File: src/hw/rtl/cfr_pkg.sv
// Shared types and constants for the CRC-8 framed packet receiver.
// No dependencies; the other files of the block, apart from cfr_if, refer to it by scoped names.
`timescale 1ns / 1ps

package cfr_pkg;

    localparam int FRAME_LEN = 15;
    localparam int LAST_IDX  = FRAME_LEN - 1;
    localparam int CNT_W     = $clog2(FRAME_LEN);

    localparam logic [7:0] CRC_POLY = 8'h07;
    localparam logic [7:0] CRC_MSB  = 8'h80;

    localparam logic [15:0] FADER_SPAN = 16'd16383;
    localparam logic [11:0] MOTOR_MAX  = 12'd4095;

    // configuration register indexes
    localparam logic [1:0] CFG_START_BYTE = 2'd0;
    localparam logic [1:0] CFG_OWN_ID     = 2'd1;
    localparam logic [1:0] CFG_IDLE_TMO   = 2'd2;

    localparam logic [7:0] RST_START_BYTE = 8'hAA;
    localparam logic [7:0] RST_OWN_ID     = 8'h01;
    localparam logic [7:0] RST_IDLE_TMO   = 8'd5;

    localparam logic       MODE_BYTE = 1'b0;
    localparam logic       MODE_TICK = 1'b1;

    typedef struct packed {
        logic [7:0] start_byte;
        logic [7:0] own_id;
        logic [7:0] idle_timeout_ms;
    } t_cfg;

    typedef struct packed {
        logic        ok;
        logic [55:0] track_name;
        logic [7:0]  flags;
        logic [15:0] fader_target;
        logic [7:0]  vu_level;
        logic [7:0]  connected;
    } t_frame;

endpackage

File: src/hw/rtl/cfr_if.sv
// Handshake channels of the packet receiver: received items in, decoded frames out.
// Depends on nothing; used by the top level.
`timescale 1ns / 1ps

interface cfr_rx_if;
    logic       valid;
    logic       ready;
    logic       mode;
    logic [7:0] rx_byte;

    modport source (output valid, output mode, output rx_byte, input ready);
    modport sink   (input valid, input mode, input rx_byte, output ready);
endinterface

interface cfr_res_if;
    logic        valid;
    logic        ready;
    logic [55:0] track_name;
    logic [7:0]  flags;
    logic [15:0] fader_target;
    logic [11:0] motor_target;
    logic [7:0]  vu_level;
    logic [7:0]  connected;

    modport source (output valid, output track_name, output flags, output fader_target,
                    output motor_target, output vu_level, output connected, input ready);
    modport sink   (input valid, input track_name, input flags, input fader_target,
                    input motor_target, input vu_level, input connected, output ready);
endinterface

File: src/hw/rtl/cfr_cfg_regs.sv
// Configuration registers: start byte, own slave id and idle timeout.
// Depends on cfr_pkg.
`timescale 1ns / 1ps

module cfr_cfg_regs (
    input  logic              i_clk,
    input  logic              i_rst_n,
    input  logic              i_cfg_we,
    input  logic [1:0]        i_cfg_idx,
    input  logic [7:0]        i_cfg_data,
    output cfr_pkg::t_cfg     o_cfg
);

    cfr_pkg::t_cfg r_cfg;
    cfr_pkg::t_cfg n_cfg;

    always_comb begin
        n_cfg = r_cfg;
        if (i_cfg_we) begin
            case (i_cfg_idx)
                cfr_pkg::CFG_START_BYTE: n_cfg.start_byte      = i_cfg_data;
                cfr_pkg::CFG_OWN_ID:     n_cfg.own_id          = i_cfg_data;
                cfr_pkg::CFG_IDLE_TMO:   n_cfg.idle_timeout_ms = i_cfg_data;
                default:                 n_cfg = r_cfg;
            endcase
        end
    end

    always_ff @(posedge i_clk) begin
        if (!i_rst_n) begin
            r_cfg.start_byte      <= cfr_pkg::RST_START_BYTE;
            r_cfg.own_id          <= cfr_pkg::RST_OWN_ID;
            r_cfg.idle_timeout_ms <= cfr_pkg::RST_IDLE_TMO;
        end else begin
            r_cfg <= n_cfg;
        end
    end

    assign o_cfg = r_cfg;

endmodule

File: src/hw/rtl/cfr_frame_ctrl.sv
// Frame hunter and collector: byte counter, running CRC-8, idle timer, frame store.
// Depends on cfr_pkg; flags a checked frame in the cycle its last byte is taken.
`timescale 1ns / 1ps

module cfr_frame_ctrl (
    input  logic              i_clk,
    input  logic              i_rst_n,
    input  logic              i_take,
    input  logic              i_mode,
    input  logic [7:0]        i_rx_byte,
    input  cfr_pkg::t_cfg     i_cfg,
    output cfr_pkg::t_frame   o_frame
);

    localparam int CW = cfr_pkg::CNT_W;

    logic [CW-1:0] r_count;
    logic [CW-1:0] n_count;
    logic [7:0]    r_crc;
    logic [7:0]    n_crc;
    logic [7:0]    r_idle;
    logic [7:0]    n_idle;
    logic          n_store_we;
    logic          n_ok;
    logic [7:0]    r_store [cfr_pkg::FRAME_LEN];
    logic [7:0]    crc_base;
    logic [7:0]    crc_next;
    logic [7:0]    idle_inc;

    function automatic logic [7:0] crc_feed(input logic [7:0] crc, input logic [7:0] b);
        logic [7:0] c;
        c = crc ^ b;
        for (int k = 0; k < 8; k++) begin
            if ((c & cfr_pkg::CRC_MSB) != 8'd0) begin
                c = {c[6:0], 1'b0} ^ cfr_pkg::CRC_POLY;
            end else begin
                c = {c[6:0], 1'b0};
            end
        end
        return c;
    endfunction

    assign crc_base = (r_count == '0) ? 8'd0 : r_crc;
    assign crc_next = crc_feed(crc_base, i_rx_byte);
    assign idle_inc = (r_idle == 8'hFF) ? r_idle : r_idle + 8'd1;

    always_comb begin
        n_count    = r_count;
        n_crc      = r_crc;
        n_idle     = r_idle;
        n_store_we = 1'b0;
        n_ok       = 1'b0;
        if (i_take) begin
            if (i_mode == cfr_pkg::MODE_TICK) begin
                n_idle = idle_inc;
                // drop a partial frame that has gone quiet too long
                if (r_count != '0 && idle_inc > i_cfg.idle_timeout_ms) begin
                    n_count = '0;
                end
            end else begin
                n_idle = 8'd0;
                if (r_count != '0 || i_rx_byte == i_cfg.start_byte) begin
                    n_store_we = 1'b1;
                    if (r_count != CW'(cfr_pkg::LAST_IDX)) begin
                        n_crc   = crc_next;
                        n_count = r_count + CW'(1);
                    end else begin
                        n_count = '0;
                        n_ok    = (r_crc == i_rx_byte) && (r_store[1] == i_cfg.own_id);
                    end
                end
            end
        end
    end

    always_ff @(posedge i_clk) begin
        if (!i_rst_n) begin
            r_count <= '0;
            r_crc   <= 8'd0;
            r_idle  <= 8'd0;
        end else begin
            r_count <= n_count;
            r_crc   <= n_crc;
            r_idle  <= n_idle;
        end
    end

    always_ff @(posedge i_clk) begin
        if (n_store_we) begin
            r_store[r_count] <= i_rx_byte;
        end
    end

    assign o_frame.ok           = n_ok;
    assign o_frame.track_name   = {r_store[8], r_store[7], r_store[6], r_store[5],
                                   r_store[4], r_store[3], r_store[2]};
    assign o_frame.flags        = r_store[9];
    assign o_frame.fader_target = {r_store[11], r_store[10]};
    assign o_frame.vu_level     = r_store[12];
    assign o_frame.connected    = r_store[13];

endmodule

File: src/hw/rtl/cfr_motor_scale.sv
// Maps the raw fader target onto the motor range: target*4095/16383, saturated.
// Depends on cfr_pkg. Division by 2^14-1 is a shift plus one correction step.
`timescale 1ns / 1ps

module cfr_motor_scale (
    input  logic [15:0] i_fader,
    output logic [11:0] o_motor
);

    logic [13:0] f14;
    logic [25:0] prod;
    logic [11:0] q0;
    logic [14:0] rem;
    logic [11:0] q;

    // f*4095 = f*4096 - f; below the span it fits in 26 bits
    assign f14  = i_fader[13:0];
    assign prod = {f14, 12'd0} - {12'd0, f14};
    assign q0   = prod[25:14];
    // remainder against 2^14-1 is low part plus quotient guess, below twice the span
    assign rem  = {1'b0, prod[13:0]} + {3'd0, q0};
    assign q    = (rem >= cfr_pkg::FADER_SPAN[14:0]) ? q0 + 12'd1 : q0;

    assign o_motor = (i_fader >= cfr_pkg::FADER_SPAN) ? cfr_pkg::MOTOR_MAX : q;

endmodule

File: src/hw/rtl/crc8_framed_packet_receiver.sv
// CRC-8 framed packet receiver, top level.
// Takes a stream of received bytes and millisecond ticks on i_rx (mode 0 byte,
// mode 1 tick) and hands each checked 15-byte frame out on o_res.
// Configuration: i_cfg_we writes i_cfg_data into register i_cfg_idx
// (0 start byte, 1 own slave id, 2 idle timeout in ticks); other indexes are
// ignored. Write only while no frame result is pending.
// Throughput: one item per cycle while i_rx.ready is high. Each item updates the byte counter, running
// CRC and idle timer in the cycle it is accepted.
// Result: the result of a frame is valid on o_res in the cycle after its final
// byte is accepted; frames failing the CRC or id check give no result.
// Stall: a result waits in the output register; i_rx.ready stays high while
// the register is empty or is being taken, so a stalled receiver blocks input
// only while a result sits unclaimed.
// Reset (synchronous, i_rst_n low): configuration returns to 0xAA, 1 and 5,
// any partial frame is dropped and the output register is emptied.
// Depends on cfr_pkg, cfr_if, cfr_cfg_regs, cfr_frame_ctrl and cfr_motor_scale.
`timescale 1ns / 1ps

module crc8_framed_packet_receiver (
    input  logic        i_clk,
    input  logic        i_rst_n,
    input  logic        i_cfg_we,
    input  logic [1:0]  i_cfg_idx,
    input  logic [7:0]  i_cfg_data,
    cfr_rx_if.sink      i_rx,
    cfr_res_if.source   o_res
);

    cfr_pkg::t_cfg   cfg;
    cfr_pkg::t_frame frame;
    logic            take;
    logic [11:0]     motor;

    logic            r_valid;
    logic            n_valid;
    logic [55:0]     r_track_name;
    logic [7:0]      r_flags;
    logic [15:0]     r_fader;
    logic [11:0]     r_motor;
    logic [7:0]      r_vu;
    logic [7:0]      r_conn;

    assign i_rx.ready = !r_valid || o_res.ready;
    assign take       = i_rx.valid && i_rx.ready;

    cfr_cfg_regs u_cfg (
        .i_clk      (i_clk),
        .i_rst_n    (i_rst_n),
        .i_cfg_we   (i_cfg_we),
        .i_cfg_idx  (i_cfg_idx),
        .i_cfg_data (i_cfg_data),
        .o_cfg      (cfg)
    );

    cfr_frame_ctrl u_ctrl (
        .i_clk     (i_clk),
        .i_rst_n   (i_rst_n),
        .i_take    (take),
        .i_mode    (i_rx.mode),
        .i_rx_byte (i_rx.rx_byte),
        .i_cfg     (cfg),
        .o_frame   (frame)
    );

    cfr_motor_scale u_scale (
        .i_fader (frame.fader_target),
        .o_motor (motor)
    );

    always_comb begin
        n_valid = r_valid;
        if (frame.ok) begin
            n_valid = 1'b1;
        end else if (o_res.ready) begin
            n_valid = 1'b0;
        end
    end

    always_ff @(posedge i_clk) begin
        if (!i_rst_n) begin
            r_valid <= 1'b0;
        end else begin
            r_valid <= n_valid;
        end
    end

    // load the result register only when a frame passes both checks
    always_ff @(posedge i_clk) begin
        if (frame.ok) begin
            r_track_name <= frame.track_name;
            r_flags      <= frame.flags;
            r_fader      <= frame.fader_target;
            r_motor      <= motor;
            r_vu         <= frame.vu_level;
            r_conn       <= frame.connected;
        end
    end

    assign o_res.valid        = r_valid;
    assign o_res.track_name   = r_track_name;
    assign o_res.flags        = r_flags;
    assign o_res.fader_target = r_fader;
    assign o_res.motor_target = r_motor;
    assign o_res.vu_level     = r_vu;
    assign o_res.connected    = r_conn;

endmodule

File: src/flat_wrapper.sv
// flat-port wrapper written by rule: the top's interface ports become plain ports
module crc8_framed_packet_receiver_flat 
  (i_clk, i_rst_n, i_cfg_we, i_cfg_idx, i_cfg_data, i_rx_valid, i_rx_mode, i_rx_rx_byte, i_rx_ready, o_res_valid, o_res_track_name, o_res_flags, o_res_fader_target, o_res_motor_target, o_res_vu_level, o_res_connected, o_res_ready);
  cfr_rx_if i_rx_i ();
  cfr_res_if o_res_i ();
  input  logic i_clk;
  input  logic i_rst_n;
  input  logic i_cfg_we;
  input  logic [1:0] i_cfg_idx;
  input  logic [7:0] i_cfg_data;
  input wire logic [$bits(i_rx_i.valid)-1:0] i_rx_valid;
  input wire logic [$bits(i_rx_i.mode)-1:0] i_rx_mode;
  input wire logic [$bits(i_rx_i.rx_byte)-1:0] i_rx_rx_byte;
  output wire logic [$bits(i_rx_i.ready)-1:0] i_rx_ready;
  output wire logic [$bits(o_res_i.valid)-1:0] o_res_valid;
  output wire logic [$bits(o_res_i.track_name)-1:0] o_res_track_name;
  output wire logic [$bits(o_res_i.flags)-1:0] o_res_flags;
  output wire logic [$bits(o_res_i.fader_target)-1:0] o_res_fader_target;
  output wire logic [$bits(o_res_i.motor_target)-1:0] o_res_motor_target;
  output wire logic [$bits(o_res_i.vu_level)-1:0] o_res_vu_level;
  output wire logic [$bits(o_res_i.connected)-1:0] o_res_connected;
  input wire logic [$bits(o_res_i.ready)-1:0] o_res_ready;
  assign i_rx_i.valid = i_rx_valid;
  assign i_rx_i.mode = i_rx_mode;
  assign i_rx_i.rx_byte = i_rx_rx_byte;
  assign i_rx_ready = i_rx_i.ready;
  assign o_res_valid = o_res_i.valid;
  assign o_res_track_name = o_res_i.track_name;
  assign o_res_flags = o_res_i.flags;
  assign o_res_fader_target = o_res_i.fader_target;
  assign o_res_motor_target = o_res_i.motor_target;
  assign o_res_vu_level = o_res_i.vu_level;
  assign o_res_connected = o_res_i.connected;
  assign o_res_i.ready = o_res_ready;
  crc8_framed_packet_receiver u_core (.i_clk(i_clk), .i_rst_n(i_rst_n), .i_cfg_we(i_cfg_we), .i_cfg_idx(i_cfg_idx), .i_cfg_data(i_cfg_data), .i_rx(i_rx_i), .o_res(o_res_i));
endmodule
File: config.mk
export PLATFORM = sky130hd
export DESIGN_NAME = crc8_framed_packet_receiver_flat
export DESIGN_NICKNAME = d
export VERILOG_FILES = /design/src/hw/rtl/cfr_pkg.sv /design/src/hw/rtl/cfr_if.sv /design/src/hw/rtl/cfr_cfg_regs.sv /design/src/hw/rtl/cfr_frame_ctrl.sv /design/src/hw/rtl/cfr_motor_scale.sv /design/src/hw/rtl/crc8_framed_packet_receiver.sv /design/src/flat_wrapper.sv
export SDC_FILE = /design/constraint.sdc
export NUM_CORES = 1
export LEC_CHECK = 0
export BUFFER_PORTS_ARGS = -buffer_cell sky130_fd_sc_hd__buf_2
export CAP_MARGIN = 20
export CORE_ASPECT_RATIO = 0.5
export CORE_MARGIN = 2
export CORE_UTILIZATION = 56
export CTS_BUF_LIST = sky130_fd_sc_hd__clkbuf_16
export DETAILED_ROUTE_END_ITERATION = 10
export HOLD_SLACK_MARGIN = 0.03
export PLACE_DENSITY = 0.78
export SLEW_MARGIN = 20
export SYNTH_ARGS = -nofsm -noshare
export SYNTH_HDL_FRONTEND = slang
export SYNTH_SLANG_ARGS = --single-unit
File: constraint.sdc
create_clock -name i_clk -period 11.61 [get_ports i_clk]
set_input_delay 1.161 -clock i_clk [delete_from_list [all_inputs] [get_ports i_clk]]
set_output_delay 1.161 -clock i_clk [all_outputs]
set_load 0.03 [all_outputs]
==> impl_metrics.ini, run 1 <==
[floorplanning]
dieArea_um2 = 20700
initial_core_util_pct = 56.7
design.core.area_um2 = 19300
num_io_pins = 134
rows = 36
fp.dieW_um = 202
die_y_um = 103

[worst_setup_path]
cp.arrival_ps = 6060
path_max_fanout = 13
setup.worst_path.class = reg2reg
reg2regPathDepth = 16
start_kind = flip-flop
cp-end-kind = flip-flop
worstPathRequired_ps = 11860

[global_route]
antenna_found_initial = 0
use_met1_pct = 28.5
grt_first_pass_wirelength_um = 34300
grt_max_degree = 56
use_met3_pct = 3.32
grt_use_total_pct = 21.4
grt_pass1_vias = 6265
grt-busiest-layer = met2
met2_usage_pct = 37.6
gr-total-overflow = 0

[sta]
finalCritPeriodShare_pct = 50.0
fmax_mhz = 172
setup_viol = 0
drv_slew = 0
fin_tns_setup_ps = 0
max_slew_margin_pct = 48.5
post-route-min-period_ps = 5810
rsz0062_at_grt = false
tightest_slew_ps = 770
hold_violations = 0
clock_skew_ps = 15.0

[clock_network]
ctsHoldBuffers = 0
cts_resized = 0
cts_sinks = 257
numCtsBuffers = 23
clkLatencyLatePin_ps = 510
cts_root_buffer = clkbuf_16
cts_tree = yes
clkTransAtPathRegs_ps = 60
clock_path_buffers = 3
cts-htree-levels = 1
post_cts_buffers = 0

[synth]
yosysSeqAreaShare_pct = 66.5
postSynthCellCount = 783
syn_avg_cell_area_um2 = 14.0
yosys_warnings = 0
synth_edf_count = 212
synth_nets = 834
synth_seq_cells = 257
synth_area_um2 = 10900
synth_ff_type = edfxtp_1
async_flop_share_pct = 0
yosys.cell_types.count = 68

[power_and_ir_drop]
intPower_mw = 1.48
sw_frac_of_total_pct = 19.1
p_per_area_nw_per_um2 = 145
seqPwrFrac_pct = 54.2
p_comb_share_pct = 2.6
p_switching_mw = 0.351
pwr-share-clk_pct = 43.2
vdd_drop_max_mv = 0.105
static-leakage-power_nw = 4.51
finalPower_mw = 1.84

[route]
drt_iter0_drc = 461
viasPerCell = 5.53
ant_nets = 0
wirelength_um = 22500
drc_errors = 0
wl_per_cell_um = 18.7
dr.pass1.iters = 6
num_vias = 6651

[layout]
drive_gt1_share_pct = 21.0
layout_commonest_cell = edfxtp_1
final_util_pct = 65.6
fillCellCount = 1454
area_delta_synth_final_pct = 15.9
final_nets = 971
stdcell_count = 1202
final_cell_mix = edfxtp_1, buf_2, nand2_1
diodes = 0

[placed_design]
gp_congestion = 0.875
dpl.hpwl_um = 15200
dp_cells = 1160
io_buffers = 133

[job]
drv_cap = 0

[hold_path]
hp-class = reg2reg
whs_path_depth = 0

[outcome]
status = complete, no violations
==> stage by stage <==
step / cell area (um^2) / hold WS (ps) / worst slack [ps]
2_1_floorplan: 10900 / 400 / 1390
3_3_place_gp: 11800 / 400 / 6020
3_5_place_dp: 11800 / 405 / 5920
4_1_cts: 12600 / 420 / 5920
5_1_grt: 12700 / 418 / 5570
6_report: 12700 / 418 / 5800
==> area by class of cell <==
class	instances	area [um^2]	area share (%)
Timing Repair Buffer	139	708	5.60
Multi-Input combinational cell	475	3460	27.3
Clock inverter	18	220	1.74
Inverter	24	90.1	0.712
Clock buffer	23	576	4.55
Tap cell	266	333	2.63
Sequential cell	257	7270	57.4
==> layer usage <==
layer | up-vias | wire [um]
li1 | 3178 | -
met1 | 3244 | 9990
met2 | 192 | 11100
met3 | 37 | 940
met4 | 0 | 459
met5 | - | 0
==> cell usage after synthesis, types with 2 or more instances <==
library cell  count  share of area (%)
a311oi_2          2               0.27
a21oi_1          22                1.0
nor3_1           14               0.64
clkbuf_1         19               0.65
o211a_1           2               0.18
nor2_1           41                1.4
o21ai_1           5               0.23
nor4_2            2               0.23
or4_1             5               0.34
ha_1             26                3.0
nand2_1          46                1.6
nand2b_1         10               0.57
nor2b_1          37                2.1
or2_2             2               0.11
xnor2_1          42                3.4
o21a_1            9               0.62
o21bai_1          2               0.14
nor3b_1           4               0.27
buf_6             2               0.21
a211o_1           2               0.16
mux2i_1          33                3.0
a22oi_1           7               0.48
a211oi_1          2               0.14
a21boi_0          5               0.34
buf_2             3               0.14
o311a_1           2               0.18
a31oi_1           3               0.17
mux2_2            4               0.41
o2111ai_1         2               0.16
buf_1             3               0.10
mux2_1            2               0.21
dfxtp_1          45                8.2
o41ai_1           2               0.16
o21ai_0          13               0.60
xor2_1           38                3.0
nor4_1           15               0.86
edfxtp_1        212                 58
a21o_1            7               0.48
and2_1            9               0.52
or3_1             4               0.23
inv_1            24               0.82
nand3b_1          3               0.21
nand3_1          11               0.50
o31a_1            5               0.40
nand4_1          12               0.69
==> final timing paths <==
path | start | to | slack, ps
setup / recovery | u_core.u_ctrl.r_store[10][2]$_DFFE_PP_ | u_core.o_res.motor_target[11]$_SDFFCE_PP1P_ | 5800
hold / removal | u_core.u_ctrl.r_store[7][6]$_DFFE_PP_ | o_res_track_name[46]$_DFFE_PP_ | 420
setup reg to reg | u_core.u_ctrl.r_store[10][2]$_DFFE_PP_ | u_core.o_res.motor_target[11]$_SDFFCE_PP1P_ | 5800
hold reg to reg | u_core.u_ctrl.r_store[7][6]$_DFFE_PP_ | o_res_track_name[46]$_DFFE_PP_ | 420
==> sequential cells by signal (all words and copies together) (netlist names), 12 cells and up <==
name / flops
o_res_fader_target: 16
o_res_track_name: 56
u_core.o_res.motor_target: 12
u_core.u_cfg.o_cfg: 24
u_core.u_ctrl.r_store: 104
==> worst max-delay path, cell delays in order (launching register included) <==
cell and delay (ps):
edfxtp_1 560, or4_1 750, or3_4 460, o21ai_0 270
nor4_1 100, xor2_1 560, ha_1 290, o21a_1 160
a21oi_1 70, o21ai_0 350, a21boi_0 160, a211oi_1 330
o2111ai_1 240, o41ai_4 310, o21ai_2 250, nor4_2 340
mux2_1 350
==> cells by family after synthesis <==
logic type	share of synthesized area, %
flip-flops	66.5
AND/OR/NAND/NOR	10.9
buffers and inverters	1.92
adder cells (fa/ha/maj)	3.16
multiplexers	3.64
AO/OA/AOI/OAI	7.42
XOR/XNOR	6.41
==> power by group through the flow <==
stage / Clock [mW] / Sequential (mW) / Combinational (mW)
finish: 0.793 / 0.995 / 0.0477
global route: 0.839 / 0.994 / 0.0526
CTS: 0.807 / 0.994 / 0.0480
detailed placement: 0 / 1.01 / 0.0475
global placement: 0 / 1.01 / 0.0464
floorplan: 0 / 1.01 / 0.0273
Note: power is estimated with default switching activity, not from simulation.
==> run 2, diff against run 1 <==
CORE_UTILIZATION = 52   (was 56)
PLACE_DENSITY = 0.76   (was 0.78)
clock period = 4.93 ns   (was 11.61 ns; I/O delays follow)
==> run 2 against run 1 <==
Against the previous run: worst hold slack worse by 160 ps; flip-flop and latch count unchanged; wire length up 6.1%; sequential share of layout area shrank 2.6 points; combinational power up 140%; maximum frequency up 21%; clock skew is essentially flat; core utilization is 1.1 points lower; first-iteration DRC count up 8.7%; non-clock buffer count increased by 60; count of clock-buffer cells in the layout is the same; global-route usage down 0.20 points.
==> impl_metrics.ini, run 2 (synthesis results as in run 1) <==
[layout]
drive_gt1_share_pct = 29.2
layout_commonest_cell = edfxtp_1
multiInputGateArea_um2 = 3660
stdcell_count = 1268
fillCellCount = 1509
regMostFlops = u_core.u_ctrl.r_store
area_delta_synth_final_pct = 21.5
final_nets = 1031
diodes = 0
final_cell_mix = edfxtp_1, buf_2, buf_4
largest_reg_flops = 104
seqCellArea_um2 = 7270

[global_route]
gr-total-overflow = 0
antenna_found_initial = 0
use_met1_pct = 27.9
grt_use_total_pct = 21.2
grt-busiest-layer = met2
grt_first_pass_wirelength_um = 36600
grt_pass1_vias = 6740
met2_usage_pct = 36.7
use_met3_pct = 3.19
grt_max_degree = 62

[clock_network]
clkTransAtPathRegs_ps = 70
cts_root_buffer = clkbuf_16
ctsHoldBuffers = 0
cts-htree-levels = 1
cts_tree = yes
cts_sinks = 257
numCtsBuffers = 23
clock_path_buffers = 3
clkLatencyLatePin_ps = 510

[power_and_ir_drop]
vdd_drop_max_mv = 0.293
p_comb_share_pct = 2.7
static-leakage-power_nw = 4.81
p_per_area_nw_per_um2 = 313
intPower_mw = 3.30
seqPwrFrac_pct = 56.3
pwr-share-clk_pct = 40.9
sw_frac_of_total_pct = 20.7
p_switching_mw = 0.861

[route]
viasPerCell = 5.44
dr.pass1.iters = 5
ant_nets = 0
wirelength_um = 23800
wl_per_cell_um = 18.8
drt_iter0_drc = 501
num_vias = 6892
drc_errors = 0

[sta]
fmax_mhz = 208
post-route-min-period_ps = 4810
setup_viol = 0
rsz0062_at_grt = true
hold_violations = 0
setup_slack_ps = 122
finalCritPeriodShare_pct = 97.5
drv_slew = 0
clock_skew_ps = 15.2
max_slew_margin_pct = 42.9
tightest_slew_ps = 854

[floorplanning]
design.core.area_um2 = 20600
num_io_pins = 134
die_y_um = 106
fp.dieW_um = 209
rows = 37
dieArea_um2 = 22300
initial_core_util_pct = 53.1

[worst_setup_path]
cp.arrival_ps = 5060
start_kind = flip-flop
cp-end-kind = flip-flop
setup.worst_path.class = reg2reg
path_max_fanout = 6
worstPathRequired_ps = 5180

[placed_design]
dp_slack_ps = -69.2
gp_congestion = 0.900
dp_cells = 1212
io_buffers = 133
dpl.hpwl_um = 16200

[hold_path]
hp-class = in2reg

[job]
drv_cap = 0

[outcome]
status = complete, no violations
run 2: cell types whose count changed in the layout (fill, tap and decap cells not counted), sizes merged:
cell    before  now
clkinv       7    8
inv         28   30
buf        139  199
bufinv       5    1
run 2: stage by stage:
| stage | hold WS, ps | util, % | power (mW) | setup TNS [ps] | instance area (um^2) |
|---|---|---|---|---|---|
| after global routing | 266 | 64.5 | 4.27 | -796 | 13300 |
| final | 259 | 64.5 | 4.16 | 0 | 13300 |
| after CTS | 246 | 62.9 | 4.19 | 0 | 12900 |
| after global placement | 401 | 59.4 | 2.50 | 0 | 12200 |
| after floorplan | 400 | - | 2.45 | 0 | 10900 |
| after detailed placement | 405 | 59.4 | 2.50 | -69.3 | 12200 |
run 2: final timing paths:
| check | start | slack, ps | cells after the start | end |
|---|---|---|---|---|
| worst max register to register | u_core.u_ctrl.r_store[10][1]$_DFFE_PP_ | 120 | 16 | u_core.o_res.motor_target[11]$_SDFFCE_PP1P_ |
| worst min-delay path | i_cfg_data[0] | 260 | 3 | u_core.u_cfg.o_cfg[0]$_SDFFE_PN1P_ |
| worst max-delay path | u_core.u_ctrl.r_store[10][1]$_DFFE_PP_ | 120 | 16 | u_core.o_res.motor_target[11]$_SDFFCE_PP1P_ |
| worst min register to register | u_core.u_ctrl.r_store[3][2]$_DFFE_PP_ | 420 | 0 | o_res_track_name[10]$_DFFE_PP_ |
run 2: metal layers:
layer	share of wire [%]	up-vias	wire, um
met2	50	168	12000
met4	2.1	0	496
li1	-	3291	-
met5	0	-	0
met3	4.3	38	1030
met1	43	3395	10400
run 2: cell type report:
cell class              instances  share of cell area (%)
flip-flops and latches        257                    54.8
multi-input cells             475                    27.6
repair buffers                199                    9.03
clock buffers                  23                    4.34
well taps                     273                    2.57
clock inverters                17                   0.990
inverters                      24                   0.698
run 2: power by group through the flow:
stage	logic [mW]	registers [mW]	clock network, mW
after floorplan	0.0645	2.39	0
after global placement	0.111	2.39	0
after detailed placement	0.114	2.39	0
after CTS	0.114	2.34	1.73
after global routing	0.126	2.34	1.80
final	0.114	2.34	1.70
run 2: worst max-delay path: stages (launching register included):
cell and delay [ps]:
edfxtp_1 480, ha_4 350, or4bb_4 550, buf_4 160
o21ai_4 130, nor2_2 60, xor2_2 170, fa_2 580
nand4_1 110, a311oi_2 250, nand4_1 130, a311oi_2 300
o211ai_2 180, o41ai_4 430, o21ai_2 130, nor4_2 210
mux2_1 350
run 2: repair_timing:
| item | 4_1_cts | 5_1_grt |
|---|---|---|
| pin swaps | 0 | 29 |
| setup endpoints to repair | 2 | 12 |
| buffers inserted | 0 | 16 |
| resized for setup | 2 | 45 |
==> run 3, diff against run 2 <==
ABC_AREA = 1   (was unset)
SETUP_SLACK_MARGIN = 0.4   (was unset)
==> run 3 against run 2 <==
Against the previous run: clock skew decreased by 6.9 ps; largest power group unchanged; flip-flop and latch count is the same; die area is 0.60% lower; register-to-register slack better by 610 ps; largest cell class unchanged.
==> impl_metrics.ini, run 3 <==
[outcome]
status = complete, no violations

[placed_design]
placed_area_um2 = 11900
gp_congestion = 0.895
dpl.hpwl_um = 16200
io_buffers = 133
dp_slack_ps = 734
dp_cells = 1314

[floorplanning]
dieArea_um2 = 22100
rows = 37
initial_core_util_pct = 52.9
design.core.area_um2 = 20500
num_io_pins = 134
fp.dieW_um = 208
die_y_um = 106

[layout]
area_delta_synth_final_pct = 16.1
seqCellArea_um2 = 7270
layout_commonest_cell = edfxtp_1
final_cell_mix = edfxtp_1, nand2_1, buf_2
regMostFlops = u_core.u_ctrl.r_store
multiInputGateArea_um2 = 3190
largest_reg_flops = 104
diodes = 0
fillCellCount = 1596
final_util_pct = 61.4
stdcell_count = 1354
drive_gt1_share_pct = 20.4
final_nets = 1117
design_area_um2 = 12600

[worst_setup_path]
critical-path-top-delay-family = simple AND/OR/NAND/NOR gates
start_kind = flip-flop
cp.arrival_ps = 4460
path_max_fanout = 13
ff2ff_setup_slack_ps = 730
path_buf_inv = 1
setup.worst_path.class = reg2reg
rr_endpoint = u_core.o_res.motor_target[8]$_SDFFCE_PP1P_
path_common_cell = nand2_1
cpPeakStageDelay_ps = 510
crit_slowest_cell = edfxtp_1
worstPathRequired_ps = 5190
reg2regPathDepth = 23
cp-end-kind = flip-flop
crit_chain = inv_1 -> ha_1 -> nand2_4 -> nor2_8 -> nand2_2 -> o21ai_2 -> xor2_2 -> ha_1 -> fa_1 -> nand3_1 -> nand3_1 -> nand2_1 -> nand2_1 -> a21oi_1 -> nor2_2 -> nand2_2 -> nand2_2 -> nand3_1 -> nand2_1 -> nand2_1 -> nand2_4 -> nand2_1 -> nand3_1
r2r-start = u_core.u_ctrl.r_store[10][0]$_DFFE_PP_

[synth]
synth_area_um2 = 10900
synth.most_common_cell = edfxtp_1
synth_top_area_share_pct = 58.6
yosys.cell_types.count = 49
yosysSeqAreaShare_pct = 66.9
synth_edf_count = 212
synth_commonest_cells = edfxtp_1, nand2_1, inv_1
yosys_warnings = 0
postSynthCellCount = 915
synth_nets = 966
synth_ff_type = edfxtp_1
synth.area.top_cells = edfxtp_1, dfxtp_1, nand2_1
async_flop_share_pct = 0
synth_seq_cells = 257
yosysTopAreaCell = edfxtp_1
syn_avg_cell_area_um2 = 11.9

[clock_network]
cts_sinks = 257
cts_root_buffer = clkbuf_16
ctsHoldBuffers = 0
cts-htree-levels = 1
clkTransAtPathRegs_ps = 70
cts_tree = yes
clock_path_buffers = 3
clkLatencyLatePin_ps = 530
numCtsBuffers = 23

[global_route]
antenna_found_initial = 0
gr-total-overflow = 0
grt_pass1_vias = 6750
grt_max_degree = 48
grt_use_total_pct = 20.9
grt_first_pass_wirelength_um = 35700

[sta]
holdWs_ps = 204
hold_violations = 0
setup_slack_ps = 728
finalCritPeriodShare_pct = 85.2
setup_viol = 0
clock_skew_ps = 8.25
rsz0062_at_grt = false
fin_tns_setup_ps = 0
max_slew_margin_pct = 44.2
tightest_slew_ps = 830
drv_slew = 0
fmax_mhz = 238
post-route-min-period_ps = 4200

[route]
drt_iter0_drc = 536
num_vias = 7157
ant_nets = 0
drc_errors = 0
wirelength_um = 23000
dr.pass1.iters = 5
viasPerCell = 5.29
wl_per_cell_um = 17.0

[hold_path]
hp-class = in2reg
whs_path_depth = 3
hold_path_end = u_core.u_cfg.o_cfg[23]$_SDFFE_PN1P_
min_from = i_cfg_data[7]

[power_and_ir_drop]
finalPower_mw = 4.19
static-leakage-power_nw = 4.86
p_per_area_nw_per_um2 = 332
vdd_drop_max_mv = 0.188

[job]
drv_cap = 0
## run 3: cell types whose count changed after synthesis, sizes merged, moves of 19 or more
cell	delta
inv	+72
nand3	+71
nor2	+37
nor2b	-37
a21oi	+22
o21ai	+19
mux2i	-33
nand2	+116
## run 3: power breakdown
group          total [mW]  internal [mW]  leakage, nW  switching [mW]
Combinational       0.112         0.0376         2.21          0.0746
Clock                1.73          0.957        0.376           0.772
Sequential           2.35           2.34         2.27         0.00594
## run 3: kinds of logic (layout without fill, tap and decap cells)
kind of cell / Yosys count / in the layout / synth area share [%]
simple gates: 362 / 362 / 15.6
flops: 257 / 257 / 66.9
buf+inv: 109 / 275 / 3.95
compound gates: 97 / 97 / 4.88
xor+xnor: 62 / 62 / 5.38
fa+ha+maj: 27 / 27 / 3.18
mux: 1 / 1 / 0.104
## run 3: worst max-delay path by stage
stage	start	endpoint	slack [ps]	depth (start not counted)
floorplan	u_core.u_ctrl.r_store[10][0]$_DFFE_PP_	u_core.o_res.motor_target[1]$_SDFFCE_PP1P_	1300	25
global placement	u_core.u_ctrl.r_store[10][1]$_DFFE_PP_	u_core.o_res.motor_target[11]$_SDFFCE_PP1P_	920	21
detailed placement	u_core.u_ctrl.r_store[10][0]$_DFFE_PP_	u_core.o_res.motor_target[8]$_SDFFCE_PP1P_	730	23
CTS	u_core.u_ctrl.r_store[10][0]$_DFFE_PP_	u_core.o_res.motor_target[8]$_SDFFCE_PP1P_	720	23
global route	u_core.u_ctrl.r_store[11][5]$_DFFE_PP_	u_core.o_res.motor_target[5]$_SDFFCE_PP1P_	380	23
finish	u_core.u_ctrl.r_store[10][0]$_DFFE_PP_	u_core.o_res.motor_target[8]$_SDFFCE_PP1P_	730	23
## run 3: layout make-up
class | count | area share, %
clock buffer | 23 | 4.57
clock inverter | 17 | 1.08
inverter | 98 | 2.92
multi-input combinational | 549 | 25.3
sequential | 257 | 57.7
tap | 273 | 2.71
timing repair buffer | 137 | 5.72
## run 3: worst register-to-register path: cells and delay by family (launching register included)
| kind | cells | cell delay [ps] |
|---|---|---|
| AND/OR/NAND/NOR | 16 | 1810 |
| adder cells (fa/ha/maj) | 3 | 900 |
| flip-flops | 1 | 510 |
| AO/OA/AOI/OAI | 2 | 450 |
| buffers and inverters | 1 | 140 |
| XOR/XNOR | 1 | 140 |
## run 3: routing by layer
| metal | part of all wire [%] | vias up | global-route usage [%] |
|---|---|---|---|
| li1 | - | 3457 | - |
| met1 | 42 | 3426 | 26.8 |
| met2 | 50 | 232 | 36.7 |
| met3 | 5.9 | 42 | 3.72 |
| met4 | 2.4 | 0 | 6.12 |
| met5 | 0 | - | 0 |
## run 3: what timing repair did
item / in CTS / in global routing
setup endpoints to repair: 0 / 12
resized for setup: 0 / 2
buffers inserted: 0 / 0
